## config.mk

```make
export PLATFORM = sky130hd
export DESIGN_NAME = radio_frame_checker_and_unpacker_core_flat
export DESIGN_NICKNAME = d
export VERILOG_FILES = /design/src/rtl/rfcu_pkg.sv /design/src/rtl/rfcu_ifs.sv /design/src/rtl/rfcu_in_stage.sv /design/src/rtl/rfcu_parser.sv /design/src/rtl/radio_frame_checker_and_unpacker_core.sv /design/src/flat_wrapper.sv
export SDC_FILE = /design/constraint.sdc
export NUM_CORES = 1
export LEC_CHECK = 0
export BUFFER_PORTS_ARGS = -buffer_cell sky130_fd_sc_hd__buf_2
export CAP_MARGIN = 20
export CORE_ASPECT_RATIO = 1.4
export CORE_UTILIZATION = 65
export DETAILED_ROUTE_END_ITERATION = 8
export PLACE_DENSITY = 0.95
export SYNTH_ARGS = -nofsm -noshare
export SYNTH_HDL_FRONTEND = slang
export SYNTH_SLANG_ARGS = --single-unit
```

## constraint.sdc

```tcl
create_clock -name clock -period 9.8 [get_ports clock]
set_input_delay 1.96 -clock clock [delete_from_list [all_inputs] [get_ports clock]]
set_output_delay 1.96 -clock clock [all_outputs]
set_load 0.05 [all_outputs]
```

## src/rtl/rfcu_pkg.sv

```systemverilog
// Shared types and constants of the radio frame checker and unpacker.
package rfcu_pkg;

   localparam int PACKET_BYTES_DEF = 32;
   localparam int POS_W            = 8;
   localparam int CSR_IDX_W        = 2;
   localparam int CSR_DATA_W       = 8;

   localparam logic [POS_W-1:0] POS_HDR0   = 8'd0;
   localparam logic [POS_W-1:0] POS_HDR1   = 8'd1;
   localparam logic [POS_W-1:0] POS_HDR2   = 8'd2;
   localparam logic [POS_W-1:0] POS_LEN    = 8'd3;
   localparam logic [POS_W-1:0] POS_STK_LO = 8'd4;
   localparam logic [POS_W-1:0] POS_STK_HI = 8'd11;
   localparam logic [POS_W-1:0] POS_PWR    = 8'd12;
   localparam logic [POS_W-1:0] POS_ALT    = 8'd13;
   localparam logic [8:0]       FRAME_OVERHEAD = 9'd8;
   localparam logic [8:0]       CSUM_BYTES     = 9'd4;

   typedef enum logic [CSR_IDX_W-1:0] {
      CSR_HEADER_FIRST  = 2'd0,
      CSR_HEADER_SECOND = 2'd1,
      CSR_HEADER_THIRD  = 2'd2,
      CSR_UNUSED        = 2'd3
   } csr_index_type;

   typedef enum logic [1:0] {
      STATUS_OK      = 2'd0,
      STATUS_HEADER  = 2'd1,
      STATUS_LENGTH  = 2'd2,
      STATUS_CHECKSUM = 2'd3
   } status_type;

   typedef struct packed {
      logic [7:0] rx_byte;
      logic       packet_end;
   } beat_type;

   typedef struct packed {
      logic     valid;
      beat_type beat;
   } stage_type;

   typedef struct packed {
      logic [7:0] first;
      logic [7:0] second;
      logic [7:0] third;
   } hdr_cfg_type;

endpackage

```

## src/rtl/rfcu_ifs.sv

```systemverilog
// Handshake channel interfaces for the byte input and the status result.
interface rfcu_req_if;
   logic       valid;
   logic       ready;
   logic [7:0] rx_byte;
   logic       packet_end;

   modport source (output valid, output rx_byte, output packet_end, input ready);
   modport sink   (input valid, input rx_byte, input packet_end, output ready);
endinterface

interface rfcu_rsp_if;
   logic        valid;
   logic        ready;
   logic [1:0]  frame_status;
   logic [15:0] throttle;
   logic [15:0] yaw;
   logic [15:0] pitch;
   logic [15:0] roll;
   logic [7:0]  power_down;
   logic        fix_height;

   modport source (output valid, output frame_status, output throttle, output yaw,
                   output pitch, output roll, output power_down, output fix_height,
                   input ready);
   modport sink   (input valid, input frame_status, input throttle, input yaw,
                   input pitch, input roll, input power_down, input fix_height,
                   output ready);
endinterface

```

## src/rtl/rfcu_in_stage.sv

```systemverilog
// Input register stage: capture one byte transfer per cycle, except while a held byte waits under stall.
module rfcu_in_stage (
   input  logic                clock,
   input  logic                reset,
   rfcu_req_if.sink            req_ch,
   input  logic                adv_i,
   output rfcu_pkg::stage_type stage_o
);
   import rfcu_pkg::*;

   logic     vld_ff, vld_in;
   beat_type beat_ff, beat_in;
   logic     take;

   assign req_ch.ready = !vld_ff || adv_i;
   assign take         = req_ch.valid && req_ch.ready;

   always_comb begin
      vld_in  = vld_ff;
      beat_in = beat_ff;
      if (take) begin
         vld_in             = 1'b1;
         beat_in.rx_byte    = req_ch.rx_byte;
         beat_in.packet_end = req_ch.packet_end;
      end else if (adv_i) begin
         vld_in = 1'b0;
      end
   end

   always_ff @(posedge clock) begin
      if (reset) begin
         vld_ff <= 1'b0;
      end else begin
         vld_ff <= vld_in;
      end
      beat_ff <= beat_in;
   end

   assign stage_o.valid = vld_ff;
   assign stage_o.beat  = beat_ff;

   a_hold_when_stalled: assert property (@(posedge clock) disable iff (reset)
      (vld_ff && !adv_i) |=> (vld_ff && $stable(beat_ff)))
      else $error("input stage lost a held byte under stall");

endmodule

```

## src/rtl/rfcu_parser.sv

```systemverilog
// Frame parser: per-byte state update, end-of-packet checks and result register.
module rfcu_parser #(
   parameter int PACKET_BYTES = rfcu_pkg::PACKET_BYTES_DEF
) (
   input  logic                  clock,
   input  logic                  reset,
   input  rfcu_pkg::stage_type   stage_i,
   input  rfcu_pkg::hdr_cfg_type cfg_i,
   output logic                  adv_o,
   rfcu_rsp_if.source            rsp_ch
);
   import rfcu_pkg::*;

   localparam logic [POS_W-1:0] PB   = POS_W'(PACKET_BYTES);
   localparam logic [8:0]       PB_T = 9'(PACKET_BYTES);

   logic [POS_W-1:0] pos_ff, pos_in, pos_n;
   logic             hm_ff, hm_in, hm_n, hm_f;
   logic [8:0]       tot_ff, tot_in, tot_n, tot_f;
   logic [31:0]      sum_ff, sum_in, sum_n;
   logic [31:0]      csum_ff, csum_in, csum_n;
   logic [63:0]      pstk_ff, pstk_in, pstk_n;
   logic [8:0]       ppwr_ff, ppwr_in, ppwr_n;
   logic [63:0]      hstk_ff, hstk_in;
   logic [7:0]       hpwr_ff, hpwr_in;
   logic             alt_ff, alt_in;
   logic             rvld_ff, rvld_in;
   status_type       status_ff, status_in, status_n;

   logic             fire, last, active;
   logic [7:0]       b;
   logic [POS_W-1:0] p;
   logic [8:0]       p9;
   logic [1:0]       csum_lane;
   logic [2:0]       stk_lane;
   logic [8:0]       lane_diff;
   logic [POS_W-1:0] stk_diff;

   assign adv_o  = !rvld_ff || rsp_ch.ready;
   assign fire   = stage_i.valid && adv_o;
   assign last   = fire && stage_i.beat.packet_end;
   assign b      = stage_i.beat.rx_byte;
   assign p      = pos_ff;
   assign p9     = {1'b0, p};
   assign active = p < PB;

   // Absorb the current byte.
   always_comb begin
      hm_n      = hm_ff;
      tot_n     = tot_ff;
      sum_n     = sum_ff;
      csum_n    = csum_ff;
      pstk_n    = pstk_ff;
      ppwr_n    = ppwr_ff;
      pos_n     = pos_ff;
      lane_diff = 9'd0;
      stk_diff  = POS_STK_HI - p;
      csum_lane = 2'd0;
      stk_lane  = stk_diff[2:0];
      if (active) begin
         if ((p == POS_HDR0 && b != cfg_i.first)  ||
             (p == POS_HDR1 && b != cfg_i.second) ||
             (p == POS_HDR2 && b != cfg_i.third)) begin
            hm_n = 1'b0;
         end
         if (p == POS_LEN) begin
            tot_n = FRAME_OVERHEAD + {1'b0, b};
         end
         lane_diff = tot_n - 9'd1 - p9;
         csum_lane = lane_diff[1:0];
         if (p < POS_STK_LO || (p9 + CSUM_BYTES) < tot_n) begin
            sum_n = sum_ff + {24'd0, b};
         end else if (p9 < tot_n) begin
            csum_n[{csum_lane, 3'b000} +: 8] = csum_ff[{csum_lane, 3'b000} +: 8] | b;
         end
         if (p >= POS_STK_LO && p <= POS_STK_HI) begin
            pstk_n[{stk_lane, 3'b000} +: 8] = pstk_ff[{stk_lane, 3'b000} +: 8] | b;
         end else if (p == POS_PWR) begin
            ppwr_n[7:0] = b;
         end else if (p == POS_ALT && b != 8'd0) begin
            ppwr_n[8] = 1'b1;
         end
         pos_n = p + POS_W'(1);
      end
   end

   // Zero padding of a short packet only touches unseen header and length bytes; then pick the status.
   always_comb begin
      hm_f  = hm_n;
      tot_f = tot_n;
      if (pos_n <= POS_HDR1 && cfg_i.second != 8'd0) begin
         hm_f = 1'b0;
      end
      if (pos_n <= POS_HDR2 && cfg_i.third != 8'd0) begin
         hm_f = 1'b0;
      end
      if (pos_n <= POS_LEN) begin
         tot_f = FRAME_OVERHEAD;
      end
      priority if (!hm_f) begin
         status_n = STATUS_HEADER;
      end else if (tot_f > PB_T) begin
         status_n = STATUS_LENGTH;
      end else if (sum_n != csum_n) begin
         status_n = STATUS_CHECKSUM;
      end else begin
         status_n = STATUS_OK;
      end
   end

   // Advance packet state, clear it after the last byte, update held values on a good packet.
   always_comb begin
      pos_in    = pos_ff;
      hm_in     = hm_ff;
      tot_in    = tot_ff;
      sum_in    = sum_ff;
      csum_in   = csum_ff;
      pstk_in   = pstk_ff;
      ppwr_in   = ppwr_ff;
      hstk_in   = hstk_ff;
      hpwr_in   = hpwr_ff;
      alt_in    = alt_ff;
      status_in = status_ff;
      rvld_in   = rvld_ff && !rsp_ch.ready;
      if (last) begin
         pos_in    = '0;
         hm_in     = 1'b1;
         tot_in    = '0;
         sum_in    = '0;
         csum_in   = '0;
         pstk_in   = '0;
         ppwr_in   = '0;
         status_in = status_n;
         rvld_in   = 1'b1;
         if (status_n == STATUS_OK) begin
            hstk_in = pstk_n;
            hpwr_in = ppwr_n[7:0];
            alt_in  = alt_ff ^ ppwr_n[8];
         end
      end else if (fire) begin
         pos_in  = pos_n;
         hm_in   = hm_n;
         tot_in  = tot_n;
         sum_in  = sum_n;
         csum_in = csum_n;
         pstk_in = pstk_n;
         ppwr_in = ppwr_n;
      end
   end

   always_ff @(posedge clock) begin
      if (reset) begin
         pos_ff  <= '0;
         hm_ff   <= 1'b1;
         tot_ff  <= '0;
         sum_ff  <= '0;
         csum_ff <= '0;
         pstk_ff <= '0;
         ppwr_ff <= '0;
         hstk_ff <= '0;
         hpwr_ff <= '0;
         alt_ff  <= 1'b0;
         rvld_ff <= 1'b0;
      end else begin
         pos_ff  <= pos_in;
         hm_ff   <= hm_in;
         tot_ff  <= tot_in;
         sum_ff  <= sum_in;
         csum_ff <= csum_in;
         pstk_ff <= pstk_in;
         ppwr_ff <= ppwr_in;
         hstk_ff <= hstk_in;
         hpwr_ff <= hpwr_in;
         alt_ff  <= alt_in;
         rvld_ff <= rvld_in;
      end
      status_ff <= status_in;
   end

   assign rsp_ch.valid        = rvld_ff;
   assign rsp_ch.frame_status = status_ff;
   assign rsp_ch.throttle     = hstk_ff[63:48];
   assign rsp_ch.yaw          = hstk_ff[47:32];
   assign rsp_ch.pitch        = hstk_ff[31:16];
   assign rsp_ch.roll         = hstk_ff[15:0];
   assign rsp_ch.power_down   = hpwr_ff;
   assign rsp_ch.fix_height   = alt_ff;

   a_pos_bounded: assert property (@(posedge clock) disable iff (reset)
      pos_ff <= PB)
      else $error("byte position ran past the packet size");

   a_clear_after_last: assert property (@(posedge clock) disable iff (reset)
      last |=> (pos_ff == '0 && hm_ff && tot_ff == '0 && sum_ff == '0))
      else $error("packet state not cleared after last byte");

   a_held_only_on_result: assert property (@(posedge clock) disable iff (reset)
      !last |=> ($stable(hstk_ff) && $stable(hpwr_ff) && $stable(alt_ff)))
      else $error("held values changed without a result");

   a_total_after_length: assert property (@(posedge clock) disable iff (reset)
      (tot_ff != '0) |-> (pos_ff > POS_LEN))
      else $error("frame total set before length byte");

endmodule

```

## src/rtl/radio_frame_checker_and_unpacker_core.sv

```systemverilog
// Top level of the radio frame checker and unpacker: header registers and stages.
// Pipeline: a byte transfer is registered in the input stage, then parsed; the status
//   result for a packet is registered in the parser when its last byte is parsed.
// Throughput: one byte per cycle while the result side does not stall.
// Reset: synchronous, active high; clears header registers, packet state and held values.
module radio_frame_checker_and_unpacker_core #(
   parameter int PACKET_BYTES = rfcu_pkg::PACKET_BYTES_DEF
) (
   input  logic                            clock,
   input  logic                            reset,
   rfcu_req_if.sink                        req_ch,
   rfcu_rsp_if.source                      rsp_ch,
   input  logic                            csr_wr_en,
   input  logic [rfcu_pkg::CSR_IDX_W-1:0]  csr_index,
   input  logic [rfcu_pkg::CSR_DATA_W-1:0] csr_wr_data
);
   import rfcu_pkg::*;

   // Header registers; the user must write them only while the block is idle, the block does not enforce it.
   hdr_cfg_type cfg_ff, cfg_in;
   stage_type   stage;
   logic        adv;

   always_comb begin
      cfg_in = cfg_ff;
      if (csr_wr_en) begin
         unique case (csr_index_type'(csr_index))
            CSR_HEADER_FIRST:  cfg_in.first  = csr_wr_data;
            CSR_HEADER_SECOND: cfg_in.second = csr_wr_data;
            CSR_HEADER_THIRD:  cfg_in.third  = csr_wr_data;
            default: begin
               // drop writes to unassigned indexes
            end
         endcase
      end
   end

   always_ff @(posedge clock) begin
      if (reset) begin
         cfg_ff <= '0;
      end else begin
         cfg_ff <= cfg_in;
      end
   end

   // Capture each byte transfer; hold it while the result side stalls.
   rfcu_in_stage u_in_stage (
      .clock   (clock),
      .reset   (reset),
      .req_ch  (req_ch),
      .adv_i   (adv),
      .stage_o (stage)
   );

   // Parse the byte, check the frame at packet end and present the result.
   rfcu_parser #(
      .PACKET_BYTES (PACKET_BYTES)
   ) u_parser (
      .clock   (clock),
      .reset   (reset),
      .stage_i (stage),
      .cfg_i   (cfg_ff),
      .adv_o   (adv),
      .rsp_ch  (rsp_ch)
   );

endmodule
```

## src/flat_wrapper.sv

```systemverilog
// flat-port wrapper written by rule: the top's interface ports become plain ports
module radio_frame_checker_and_unpacker_core_flat import rfcu_pkg::*;
#(
   parameter int PACKET_BYTES = rfcu_pkg::PACKET_BYTES_DEF
)
  (clock, reset, csr_wr_en, csr_index, csr_wr_data, req_ch_valid, req_ch_rx_byte, req_ch_packet_end, req_ch_ready, rsp_ch_valid, rsp_ch_frame_status, rsp_ch_throttle, rsp_ch_yaw, rsp_ch_pitch, rsp_ch_roll, rsp_ch_power_down, rsp_ch_fix_height, rsp_ch_ready);
  rfcu_req_if req_ch_i ();
  rfcu_rsp_if rsp_ch_i ();
  input  logic clock;
  input  logic reset;
  input  logic csr_wr_en;
  input  logic [rfcu_pkg::CSR_IDX_W-1:0] csr_index;
  input  logic [rfcu_pkg::CSR_DATA_W-1:0] csr_wr_data;
  input wire logic [$bits(req_ch_i.valid)-1:0] req_ch_valid;
  input wire logic [$bits(req_ch_i.rx_byte)-1:0] req_ch_rx_byte;
  input wire logic [$bits(req_ch_i.packet_end)-1:0] req_ch_packet_end;
  output wire logic [$bits(req_ch_i.ready)-1:0] req_ch_ready;
  output wire logic [$bits(rsp_ch_i.valid)-1:0] rsp_ch_valid;
  output wire logic [$bits(rsp_ch_i.frame_status)-1:0] rsp_ch_frame_status;
  output wire logic [$bits(rsp_ch_i.throttle)-1:0] rsp_ch_throttle;
  output wire logic [$bits(rsp_ch_i.yaw)-1:0] rsp_ch_yaw;
  output wire logic [$bits(rsp_ch_i.pitch)-1:0] rsp_ch_pitch;
  output wire logic [$bits(rsp_ch_i.roll)-1:0] rsp_ch_roll;
  output wire logic [$bits(rsp_ch_i.power_down)-1:0] rsp_ch_power_down;
  output wire logic [$bits(rsp_ch_i.fix_height)-1:0] rsp_ch_fix_height;
  input wire logic [$bits(rsp_ch_i.ready)-1:0] rsp_ch_ready;
  assign req_ch_i.valid = req_ch_valid;
  assign req_ch_i.rx_byte = req_ch_rx_byte;
  assign req_ch_i.packet_end = req_ch_packet_end;
  assign req_ch_ready = req_ch_i.ready;
  assign rsp_ch_valid = rsp_ch_i.valid;
  assign rsp_ch_frame_status = rsp_ch_i.frame_status;
  assign rsp_ch_throttle = rsp_ch_i.throttle;
  assign rsp_ch_yaw = rsp_ch_i.yaw;
  assign rsp_ch_pitch = rsp_ch_i.pitch;
  assign rsp_ch_roll = rsp_ch_i.roll;
  assign rsp_ch_power_down = rsp_ch_i.power_down;
  assign rsp_ch_fix_height = rsp_ch_i.fix_height;
  assign rsp_ch_i.ready = rsp_ch_ready;
  radio_frame_checker_and_unpacker_core #(.PACKET_BYTES(PACKET_BYTES)) u_core (.clock(clock), .reset(reset), .req_ch(req_ch_i), .rsp_ch(rsp_ch_i), .csr_wr_en(csr_wr_en), .csr_index(csr_index), .csr_wr_data(csr_wr_data));
endmodule
```

**Yosys cells after proc, flatten, opt, wreduce, memory -nomap -nowiden**

Index checks and enable logic that the tools add are counted.

- $add $sub $neg: 9
- Magnitude comparators: 10
- Equality and inequality tests: 11
- Shifts and indexed selects: 6
- Muxes and demuxes: 29
- Bitwise gates (word level): 3
- Reduce and logical (&&, ||, !) cells: 31

Operators with widths:

| kind | number |
|---|---|
| two-way mux 32 bit | 5 |
| two-way mux 64 bit | 2 |
| bitwise mux 64 bit | 1 |
| variable shift 8 x 8 -> 64 bit (first input constant) | 1 |
| variable part select 64 x 7 -> 8 bit | 1 |
| variable part select 8 x 8 -> 64 bit | 1 |
| two-way mux 9 bit | 6 |
| adder 32 x 8 -> 32 bit | 1 |
| bitwise mux 32 bit | 1 |
| != test 32 bit | 1 |
| variable shift 8 x 7 -> 32 bit (first input constant) | 1 |
| variable part select 32 x 6 -> 8 bit | 1 |
| variable part select 8 x 7 -> 32 bit | 1 |
| != test 8 bit | 3 |
| nonzero test 8 bit | 3 |
| == test 8 x 2 -> 1 bit (second input constant) | 2 |
| == test 8 x 4 -> 1 bit (second input constant) | 2 |
| less-or-equal comparator 8 x 2 -> 1 bit (second input constant) | 2 |
| two-way mux 8 bit | 2 |
| OR 8 bit | 2 |
| logical AND 1 bit | 11 |
| adder 4 x 8 -> 9 bit (first input constant) | 1 |
| adder 8 x 3 -> 9 bit (second input constant) | 1 |
| > comparator 9 x 6 -> 1 bit (second input constant) | 1 |
| other kinds (26) | 46 |

- Flip-flop bits (word level): 265
- Word-level logic and storage cells: 117

**Longest topological paths before layout**

- Depth in word-level cells: 18
- Mapped depth: 24

**Hierarchy**

Synthesis repeated with hierarchy kept, for this count alone.

- Cell total of the unflattened synthesis: 1851
- Area total of the unflattened synthesis: 15671.3 µm²

By module, submodules not included:

| module | times used | cells an instance | area an instance (µm²) |
|---|---|---|---|
| rfcu_parser | 1 | 1745 | 14338.8 |
| radio_frame_checker_and_unpacker_core | 1 | 91 | 999.7 |
| rfcu_in_stage | 1 | 15 | 332.8 |

**Worst setup path after synthesis**

Ideal clock, no wire load.

- Path type: reg-to-reg
- Start point: register u_core.u_parser.pos_ff[4], in the netlist u_core.u_parser.p[4]
- End point: register u_core.u_parser.hstk_ff[30]
- Setup time: 65 ps
- Arrival time: 5180 ps
- Data required time: 9735 ps
- Setup slack: 4554 ps
- Stages on the path, launching flop included: 21
- Path buffers: 6
- Path through: dfxtp_1 buf_2 nor4_4 and3_1 buf_4 clkbuf_1 mux2i_1 ha_1 a211oi_1 nand2_1 o21ai_1 clkbuf_1 o2111ai_2 or3_1 a221o_1 or3_1 nor4_1 buf_4 buf_6 mux2_1 nor2_1

- Longest elaborated chain between the ends: 18

RTL lines:

| what | line | text |
|---|---|---|
| start: declaration | rfcu_parser.sv:17 | `logic [POS_W-1:0] pos_ff, pos_in, pos_n;` |
| start signal: assignment | rfcu_parser.sv:165 | `pos_ff <= pos_in;` |
| == test 8 x 2 -> 1 bit | rfcu_parser.sv:66 | `if (p == POS_LEN) begin` |
| two-way mux 9 bit | rfcu_parser.sv:66 |  |
| two-way mux 9 bit | rfcu_parser.sv:60 | `if (active) begin` |
| subtractor 2 x 1 -> 2 bit | rfcu_parser.sv:69 | `lane_diff = tot_n - 9'd1 - p9;` |
| subtractor 2 bit | rfcu_parser.sv:69 |  |
| variable part select 32 x 6 -> 8 bit | rfcu_parser.sv:74 | `csum_n[{csum_lane, 3'b000} +: 8] = csum_ff[{csum_lane, 3'b000} +: 8] \| b;` |
| OR 8 bit | rfcu_parser.sv:74 |  |
| variable part select 8 x 7 -> 32 bit | rfcu_parser.sv:74 |  |
| [2 not listed] | -- |  |
| two-way mux 32 bit | rfcu_parser.sv:71 | `if (p < POS_STK_LO \|\| (p9 + CSUM_BYTES) < tot_n) begin` |
| two-way mux 32 bit | rfcu_parser.sv:60 |  |
| != test 32 bit | rfcu_parser.sv:104 | `end else if (sum_n != csum_n) begin` |
| two-way mux 2 bit | rfcu_parser.sv:104 |  |
| two-way mux 2 bit | rfcu_parser.sv:102 | `end else if (tot_f > PB_T) begin` |
| two-way mux 2 bit | rfcu_parser.sv:100 | `priority if (!hm_f) begin` |
| zero test 2 bit | rfcu_parser.sv:135 | `if (status_n == STATUS_OK) begin` |
| AND reduction 2 bit (no line) | -- |  |
| end signal: assignment | rfcu_parser.sv:172 | `hstk_ff <= hstk_in;` |
| end: declaration | rfcu_parser.sv:24 | `logic [63:0] hstk_ff, hstk_in;` |

Parallel ways exist; a longest one is shown, timed or not. The select of a mux whose other input is x is not followed.
A chain may end at the register's enable or synchronous reset.

**Worst setup path in the final report**

- Start point: register u_core.u_parser.pos_ff[1], in the netlist u_core.u_parser.p[1]
- End point: register u_core.u_parser.hstk_ff[14]

The elaborated chain is that of the path after synthesis.

==> summary.txt <==
Placed design
  • DP HPWL: 32.1 mm
  • Setup WS pre-CTS: 2.24 ns
  • Gpl congestion: 1.02
  • PortBufs: 100
  • Placed inst area: 0.0152 mm²

Timing
  • RSZ-0062 raised after global routing: no
  • Setup TNS: 0 ns
  • Maximum clock frequency: 126 MHz
  • Post-route minimum period: just under 8 ns
  • PnR worst setup slack: 1.88 ns
  • Tcrit/Tclk final: 80.8%
  • Skew final: 0.0122 ns
  • Actual slew at the worst max-slew pin: 1.21 ns
  • Hold Vio Cnt, Final: 0
  • Slew Limit Fails: 0
  • Finish-stage setup viols: 0
  • Relative slew slack: a little under a fifth

Finish
  • Multi-input logic area: ~0.0086 mm²
  • Fin nets: 1840
  • Fin area: approximately 0.016 mm²
  • Area Overhead vs Synth: 10.2%
  • Layout cells sized above 1: 14.0%
  • Seq. cell area: 0.00542 mm²
  • Most common cell after layout, fill and taps aside: nor2_1
  • Ant diodes: 0
  • Most frequent cells in the layout: 271 x nor2_1, 254 x dfxtp_1, 222 x nand2_1
  • FILL cells: about 1500

Worst setup path
  • Critical Path Sink Type: register
  • Critical-path top delay cell: dfxtp_1
  • Crit start category: register
  • CP max FO: 41
  • CP endpoint: u_core.u_parser.hstk_ff[14]
  • Crit path kind: reg -> reg
  • Reg2Reg Depth: 18
  • Critical Path AT: ~8.4 ns
  • Worst reg2reg path endpoint: u_core.u_parser.hstk_ff[14]
  • Worst Setup SP: u_core.u_parser.p[1]
  • Worst EP required: between 10 and 15 ns
  • CP peak stage delay: slightly below 1 ns
  • R2r startpoint: u_core.u_parser.p[1]
  • WP depth: 18
  • Worst R2R Setup Slack: 1.88 ns
  • Crit path buffers/inverters: 2
  • Worst path top cell family by delay: simple AND/OR/NAND/NOR gates
  • Critical path cell sequence: ha_1 > and3_1 > mux2i_1 > ha_1 > o211ai_1 > a21oi_1 > o21ai_1 > o2111ai_2 > nor3_1 > xor2_1 > o211ai_1 > nand4b_1 > or3_1 > nor4_2 > buf_4 > buf_4 > mux2_1 > nor2_1

Hold path
  • Hold Crit Depth: 1
  • Min-Delay Path Class: reg -> reg

Die
  • Placeable Area: 0.0220 mm²
  • IO Pins: about 100
  • Row count: 64
  • Chip Height: between 150 and 200 µm
  • Die W: 129 µm
  • Die footprint: 0.0232 mm²
  • Starting Density: about 67%

Power
  • Worst VDD drop: about 0.16 mV
  • Combinational share of power: 12.6%
  • Int Power: roughly 0.0019 W
  • Pwr dens: ~160 mW/mm²
  • Seq pwr share: 44.0%
  • Net Sw Frac: 27.3%
  • Clock network fraction of total power: ~43%
  • Total Power: 0.00255 W
  • Psw: 0.000696 W
  • LEAKAGE: 6.17 nW

Clock tree
  • Total clock sinks: 265
  • Root buffer cell: clkbuf_16
  • Setup repair bufs after CTS: 0
  • Number of gates resized after CTS: 0
  • CTS tree: built
  • Clk_lat worst skew: 0.54 ns
  • Clock slew seen by the registers of the worst setup and hold paths: 0.07 ns
  • CTS Buffer Depth: 3
  • Clock H-tree levels: 1
  • Hold buffers post-CTS: 0
  • CTS Buf Count: 26

Run status
  • Status: complete, no violations

GRT
  • Vias in the first global route: 13900
  • Largest net degree at the start of global routing: 101
  • GRT Overall Usage: 40.9%
  • Total grt overflow: 0
  • Antenna violations before repair: 1
  • First-pass GRT wire length: 73.2 mm

Yosys
  • Number of synthesized register bits: 265
  • Mean Syn Cell Area: ~8.4 µm²
  • EDFF count, synth: 11
  • Yosys cell types: between 70 and 80
  • Synth Net Count: about 1800
  • Share of flip-flops with an asynchronous set or reset: 0%
  • Ys flop type: dfxtp_1
  • Synth Warn #: 0
  • Cells after Synth: 1736
  • Seq/Total Area, Yosys: 37.0%
  • Synth Cell Area: 0.0147 mm²

Flow run
  • Max Cap Viol: 0

Route
  • Routed wire length: roughly 47 mm
  • WL per Instance: 22.5 µm
  • Iter 0 DRT Violations: 1655
  • DR vias: 13900
  • Vias/cell: 6.64
  • ANT nets after route: 0
  • DR pass1 iterations: 6
  • Drt drc: 0
## sequential cells by signal (all words and copies together), names as in the netlist
name / count
u_core.u_parser.rsp_ch.valid: 1
u_core.u_parser.rsp_ch.power_down: 8
u_core.u_parser.sum_ff: 32
u_core.u_in_stage.stage_o: 9
u_core.u_parser.pstk_ff: 64
u_core.cfg_ff: 24
u_core.u_in_stage.vld_ff: 1
u_core.u_parser.tot_ff: 9
u_core.u_parser.hm_ff: 1
u_core.u_parser.p: 8
u_core.u_parser.ppwr_ff: 9
u_core.u_parser.csum_ff: 32
u_core.u_parser.rsp_ch.frame_status: 2
u_core.u_parser.hstk_ff: 64
u_core.u_parser.rsp_ch.fix_height: 1
## how the worst min path moves through the flow
stage / startpoint / end / slack [ns]
finish: u_core.u_parser.hm_ff / u_core.u_parser.hm_ff / 0.48
global route: u_core.u_parser.hm_ff / u_core.u_parser.hm_ff / 0.49
CTS: u_core.u_parser.hm_ff / u_core.u_parser.hm_ff / 0.47
detailed placement: u_core.u_parser.hm_ff / u_core.u_parser.hm_ff / 0.45
global placement: u_core.u_parser.hm_ff / u_core.u_parser.hm_ff / 0.44
floorplan: u_core.u_parser.hm_ff / u_core.u_parser.hm_ff / 0.44
## metal layers
layer	up-vias	part of all wire [%]	global-route usage, %
met5	-	0	0
met4	0	11	39.6
met3	377	8.5	9.52
met2	919	48	67.6
met1	6506	33	41.7
li1	6105	-	-
## metrics by stage
stage	hold WS, ns	instances	util, %
6_report	0.479	2095	73.3
5_1_grt	0.487	2095	73.3
4_1_cts	0.472	2094	73.3
3_5_place_dp	0.452	2047	69.0
3_3_place_gp	0.442	2047	69.0
2_1_floorplan	0.436	1736	-
## power by group through the flow
| stage | clock network (W) | registers [W] | logic (W) |
|---|---|---|---|
| finish | 0.00111 | 0.00112 | 0.000322 |
| global route | 0.00115 | 0.00112 | 0.000340 |
| CTS | 0.00111 | 0.00112 | 0.000306 |
| detailed placement | 0 | 0.00115 | 0.000303 |
| global placement | 0 | 0.00114 | 0.000295 |
| floorplan | 0 | 0.00114 | 0.000220 |
## synthesized netlist by cell type (4+ instances only)
library cell | instances | area share (%)
a211oi_1 | 44 | 2.3
a21oi_1 | 138 | 4.7
a31oi_1 | 11 | 0.47
and2_1 | 19 | 0.81
and3_1 | 10 | 0.43
buf_1 | 6 | 0.15
buf_2 | 6 | 0.20
buf_6 | 8 | 0.61
clkbuf_1 | 78 | 2.0
dfxtp_1 | 254 | 35
edfxtp_1 | 11 | 2.3
ha_1 | 36 | 3.1
inv_1 | 44 | 1.1
mux2_1 | 24 | 1.8
mux2_2 | 38 | 2.9
mux2i_1 | 129 | 8.8
mux4_2 | 19 | 2.9
nand2_1 | 223 | 5.7
nand2b_1 | 6 | 0.26
nand3_1 | 30 | 1.0
nand3b_1 | 4 | 0.20
nand4_1 | 15 | 0.64
nand4b_1 | 5 | 0.30
nor2_1 | 271 | 6.9
nor2b_1 | 5 | 0.21
nor3_1 | 20 | 0.68
nor3b_1 | 4 | 0.20
nor4_1 | 10 | 0.43
o211ai_1 | 11 | 0.56
o21a_1 | 5 | 0.26
o21ai_0 | 61 | 2.1
o31ai_1 | 6 | 0.31
or2_2 | 13 | 0.56
or3_1 | 21 | 0.90
xnor2_1 | 70 | 4.2
xor2_1 | 27 | 1.6
## area by class of cell
class,count,area share (%)
multi-input cells,1325,53.4
flip-flops and latches,265,33.5
clock buffers,33,4.70
repair buffers,116,3.84
well taps,297,2.30
clock inverters,14,1.13
inverters,45,1.05
## cells by family after synthesis
family	count (synthesis)	synth area share, %
buffers and inverters	146	4.28
adders and majority gates	37	3.21
AOI/OAI and AO/OA	314	13.2
and+or+nand+nor	666	19.9
DFF	265	37.0
xor gates and xnor gates	97	5.80
muxes	211	16.7
Power figures use the tool's default switching activity.
